==> src/rtl/sce_pkg.sv <==
`default_nettype none
// ----------------------------------------------------------------------------
// SPI EEPROM command engine package
// Shared types, register map and command codes for the SPI EEPROM engine.
// ----------------------------------------------------------------------------
package sce_pkg;

    localparam int MEM_BYTES = 131072;
    localparam int MEM_AW    = $clog2(MEM_BYTES);
    localparam int ADDR_W    = 17;
    localparam int PADDR_W   = 5;

    // command codes
    localparam logic [7:0] CMD_WRSR  = 8'h01;
    localparam logic [7:0] CMD_WRITE = 8'h02;
    localparam logic [7:0] CMD_READ  = 8'h03;
    localparam logic [7:0] CMD_WRDI  = 8'h04;
    localparam logic [7:0] CMD_RDSR  = 8'h05;
    localparam logic [7:0] CMD_WREN  = 8'h06;

    localparam logic [7:0] ST_KEEP_MASK = 8'h8E;
    localparam logic [7:0] BYTE_FF      = 8'hFF;

    // register indexes (byte address / 4)
    localparam logic [2:0] REG_ADDRESS_BYTES = 3'd0;
    localparam logic [2:0] REG_ADDRESS_MASK  = 3'd1;
    localparam logic [2:0] REG_PAGE_WRAP     = 3'd2;
    localparam logic [2:0] REG_HALF_START    = 3'd3;
    localparam logic [2:0] REG_QUARTER_START = 3'd4;

    localparam logic [1:0]        RST_ADDRESS_BYTES = 2'd2;
    localparam logic [ADDR_W-1:0] RST_ADDRESS_MASK  = ADDR_W'(8191);
    localparam logic [7:0]        RST_PAGE_WRAP     = 8'd31;
    localparam logic [ADDR_W-1:0] RST_HALF_START    = ADDR_W'(4096);
    localparam logic [ADDR_W-1:0] RST_QUARTER_START = ADDR_W'(6144);

    typedef struct packed {
        logic [7:0] data_byte;
        logic       keep_selected;
    } t_in;

    typedef struct packed {
        logic [7:0] read_byte;
        logic       store_dirty;
    } t_out;

    typedef struct packed {
        logic [1:0]        address_bytes;
        logic [ADDR_W-1:0] address_mask;
        logic [7:0]        page_wrap;
        logic [ADDR_W-1:0] half_start;
        logic [ADDR_W-1:0] quarter_start;
    } t_cfg;

endpackage
`default_nettype wire

==> src/rtl/sce_regs.sv <==
`default_nettype none
// ----------------------------------------------------------------------------
// SPI EEPROM configuration registers
// APB-style register file holding address and protection geometry.
// ----------------------------------------------------------------------------
module sce_regs (
    input  wire logic                        i_clk,
    input  wire logic                        i_rst_n,
    input  wire logic                        psel,
    input  wire logic                        penable,
    input  wire logic                        pwrite,
    input  wire logic [sce_pkg::PADDR_W-1:0] paddr,
    input  wire logic [31:0]                 pwdata,
    output logic      [31:0]                 prdata,
    output logic                             pready,
    output sce_pkg::t_cfg                    o_cfg
);
    import sce_pkg::*;

    t_cfg       r_cfg;
    logic [2:0] reg_idx;
    logic       wr_en;

    assign reg_idx = paddr[PADDR_W-1:2];
    assign wr_en   = psel & penable & pwrite;
    assign pready  = 1'b1;
    assign o_cfg   = r_cfg;

    always_ff @(posedge i_clk) begin
        if (!i_rst_n) begin
            r_cfg.address_bytes <= RST_ADDRESS_BYTES;
            r_cfg.address_mask  <= RST_ADDRESS_MASK;
            r_cfg.page_wrap     <= RST_PAGE_WRAP;
            r_cfg.half_start    <= RST_HALF_START;
            r_cfg.quarter_start <= RST_QUARTER_START;
        end else if (wr_en) begin
            unique case (reg_idx)
                REG_ADDRESS_BYTES: r_cfg.address_bytes <= pwdata[1:0];
                REG_ADDRESS_MASK:  r_cfg.address_mask  <= pwdata[ADDR_W-1:0];
                REG_PAGE_WRAP:     r_cfg.page_wrap     <= pwdata[7:0];
                REG_HALF_START:    r_cfg.half_start    <= pwdata[ADDR_W-1:0];
                REG_QUARTER_START: r_cfg.quarter_start <= pwdata[ADDR_W-1:0];
                default: ;
            endcase
        end
    end

    always_comb begin
        unique case (reg_idx)
            REG_ADDRESS_BYTES: prdata = {30'b0, r_cfg.address_bytes};
            REG_ADDRESS_MASK:  prdata = {{(32-ADDR_W){1'b0}}, r_cfg.address_mask};
            REG_PAGE_WRAP:     prdata = {24'b0, r_cfg.page_wrap};
            REG_HALF_START:    prdata = {{(32-ADDR_W){1'b0}}, r_cfg.half_start};
            REG_QUARTER_START: prdata = {{(32-ADDR_W){1'b0}}, r_cfg.quarter_start};
            default:           prdata = 32'b0;
        endcase
    end

endmodule
`default_nettype wire

==> config.mk <==
export PLATFORM = sky130hd
export DESIGN_NAME = sce_regs
export DESIGN_NICKNAME = d
export VERILOG_FILES = /design/src/rtl/sce_pkg.sv /design/src/rtl/sce_regs.sv
export SDC_FILE = /design/constraint.sdc
export NUM_CORES = 1
export LEC_CHECK = 0
export BUFFER_PORTS_ARGS = -buffer_cell sky130_fd_sc_hd__buf_4
export CORE_MARGIN = 2
export CORE_UTILIZATION = 42
export CTS_CLUSTER_SIZE = 25
export DETAILED_ROUTE_END_ITERATION = 12
export PLACE_DENSITY = 0.78
export SLEW_MARGIN = 20
export SYNTH_ARGS = -nofsm -noshare
export SYNTH_HDL_FRONTEND = slang
export SYNTH_SLANG_ARGS = --single-unit
==> constraint.sdc <==
create_clock -name i_clk -period 2.4 [get_ports i_clk]
set_clock_uncertainty 0.1 [all_clocks]
set_input_delay 0.48 -clock i_clk [delete_from_list [all_inputs] [get_ports i_clk]]
set_output_delay 0.48 -clock i_clk [all_outputs]
set_load 0.02 [all_outputs]
==> impl_metrics.env <==
export IMPL_required_ns=1.82
export IMPL_route_detailed_drc=0
export IMPL_rsz0062_at_grt="false"
export IMPL_arrival_ns=1.65
export IMPL_reg2regPathDepth=1
export IMPL_synth_top_area_cell="dfxtp_1"
export IMPL_first_iter_violations=132
export IMPL_start_util_pct=43.3
export IMPL_drive_above_1_share_pct=32.6
export IMPL_synthTopCellsByArea="dfxtp_1 42%, mux2i_1 20%, nand2_1 9.0%, buf_4 4.4%, o21ai_0 4.1%"
export IMPL_cts_htree_levels=3
export IMPL_avgSynthCellArea_sq_um=8.98
export IMPL_hold_violations=0
export IMPL_period_share_pct=92.7
export IMPL_timing_rr_start="o_cfg[50]$_SDFFE_PN1P_"
export IMPL_mostFrequentLayoutCells="118 x buf_4, 70 x nand2_1, 61 x dfxtp_1"
export IMPL_r2r_end="o_cfg[50]$_SDFFE_PN1P_"
export IMPL_slew_violations=0
export IMPL_max_cap_violations=0
export IMPL_vdd_ir_drop_worst_mv=0.312
export IMPL_die_h_um=87.5
export IMPL_fin_nets=471
export IMPL_cts_buffer_depth=2
export IMPL_cp_end_kind="output port"
export IMPL_max_freq_ghz=0.449
export IMPL_cts_buffers_inserted=9
export IMPL_critPathMaxFanout=20
export IMPL_hpwl_mm=5.57
export IMPL_rows=30
export IMPL_crit_top_cell="buf_4"
export IMPL_cts_tree="done"
export IMPL_clockRootBuffer="clkbuf_8"
export IMPL_via_count=2650
export IMPL_p_per_area_nw_per_um2=517
export IMPL_via_per_inst=5.18
export IMPL_gp_congestion=0.799
export IMPL_gr_total_overflow=0
export IMPL_syn_inst=326
export IMPL_fin_crit_ns=2.23
export IMPL_cpPeakStageDelay_ns=0.29
export IMPL_ctsHoldBuffers=0
export IMPL_clkTransAtPathRegs_ns=0.06
export IMPL_cpLargestDelayFamily="buffers and inverters"
export IMPL_synthesis_area_sq_um=2930
export IMPL_diodes=0
export IMPL_largest_reg_flops=61
export IMPL_cts_sinks=61
export IMPL_p_leak_nw=1.70
export IMPL_core_sq_um=6760
export IMPL_cp_endpoint="prdata[5]"
export IMPL_outcome="finished, final reports clean"
export IMPL_cp_num_cells=6
export IMPL_wl_mm=7.81
export IMPL_clkLatencyLatePin_ns=0.33
export IMPL_port_buffers=102
export IMPL_synth_distinct_cells=31
export IMPL_maxSlewHeadroom_pct=65.2
export IMPL_setup_viol=0
export IMPL_path_class="in -> out"
export IMPL_wl_per_cell_um=15.3
export IMPL_hold_slack_ns=0.324
export IMPL_final_setup_tns_ns=0
export IMPL_cts_resized_gates=0
export IMPL_holdCritPathClass="in -> reg"
export IMPL_worstMarginPinSlew_ns=0.518
export IMPL_cts_setup_buffers=0
export IMPL_ys_ff_latch=61
export IMPL_crit_chain="buf_4 -> nor2b_1 -> buf_4 -> a22oi_1 -> o21ai_0 -> buf_4"
export IMPL_drtPass1Iterations=4
export IMPL_grt_pass1_wl_mm=12.0
export IMPL_area_delta_synth_final_pct=33.2
export IMPL_grt_usage_pct=20.4
export IMPL_grt_pass1_vias=2477
export IMPL_grt_max_degree=38
export IMPL_antenna_found_initial=0
export IMPL_synth_warnings=0
export IMPL_crit_start="paddr[3]"
export IMPL_die_area_sq_um=7650
export IMPL_io_pins=136
export IMPL_r2r_slack_ns=1.59
export IMPL_antenna_left=0
export IMPL_synth_top_area_share_pct=41.7
export IMPL_startpoint_type="input port"
export IMPL_slowest_stage="nor2b_1"
export IMPL_synth_seq_area_share_pct=41.7
export IMPL_die_w_um=87.5
export IMPL_mostFrequentLayoutCell="buf_4"
export IMPL_cp_num_buf_inv=3
-- synth_stat cells (all sizes together) --
| master | instances |
|---|---|
| nand4b | 1 |
| conb | 2 |
| nor3 | 1 |
| nand4 | 1 |
| inv | 5 |
| nand2 | 70 |
| dfxtp | 61 |
| nor3b | 2 |
| a22oi | 6 |
| nor2b | 1 |
| o21a | 2 |
| or3 | 2 |
| o31ai | 3 |
| nand3b | 2 |
| nand2b | 2 |
| or2 | 1 |
| o211ai | 8 |
| buf | 28 |
| clkbuf | 13 |
| a211o | 7 |
| mux2 | 6 |
| nor4 | 1 |
| nor4b | 6 |
| clkinv | 1 |
| nor2 | 11 |
| mux2i | 59 |
| o21ai | 24 |
-- metal layers --
metal	GRT usage (%)	vias to the layer above	share of wire (%)
met1	25.8	1251	44
met2	34.1	90	49
li1	-	1299	-
met4	7.83	0	1.4
met5	0	-	0
met3	4.27	10	5.5
-- area by class of cell --
cell class,instances,area (sq um)
flip-flops and latches,61,1220
multi-input cells,232,1510
fillers,604,2860
inverters,6,22.5
clock inverters,3,15.0
well taps,80,100
clock buffers,11,131
repair buffers,119,906
-- cell families (layout without fill, tap and decap cells) --
family,Yosys count,count (layout),synth area share [%]
buf+inv,47,139,9.02
mux,65,65,22.5
simple gates,101,101,15.5
flops,61,61,41.7
other cells,2,16,0.257
compound gates,50,50,11.1
-- power breakdown --
part           total [W]  leakage (nW)  switching, W  internal (W)
Sequential       0.00103         0.493    0.00000739       0.00102
Combinational   0.000261          1.13      0.000157      0.000103
Clock           0.000728        0.0788      0.000370      0.000358
Total            0.00202          1.70      0.000535       0.00148
-- stage by stage --
stage,cell area (sq um),power (W),worst slack (ns),std cells,util (%)
after global placement,3750,0.00131,0.149,498,55.6
after detailed placement,3750,0.00131,0.153,498,55.6
final,3900,0.00202,0.175,512,57.7
after floorplan,2980,0.00123,0.0312,340,-
after CTS,3900,0.00203,0.162,512,57.7
after global routing,3900,0.00209,0.0699,512,57.7
-- how the worst min path moves through the flow --
stage | from | end | slack (ns) | depth (start not counted)
global placement | o_cfg[24]$_SDFFE_PN0P_ | o_cfg[24]$_SDFFE_PN0P_ | 0.36 | 2
floorplan | o_cfg[19]$_SDFFE_PN0P_ | o_cfg[19]$_SDFFE_PN0P_ | 0.44 | 2
global route | pwdata[11] | o_cfg[28]$_SDFFE_PN0P_ | 0.32 | 3
detailed placement | o_cfg[10]$_SDFFE_PN0P_ | o_cfg[10]$_SDFFE_PN0P_ | 0.36 | 2
CTS | pwdata[11] | o_cfg[28]$_SDFFE_PN0P_ | 0.32 | 3
finish | pwdata[11] | o_cfg[28]$_SDFFE_PN0P_ | 0.32 | 3
Note: power is estimated with default switching activity, not from simulation.
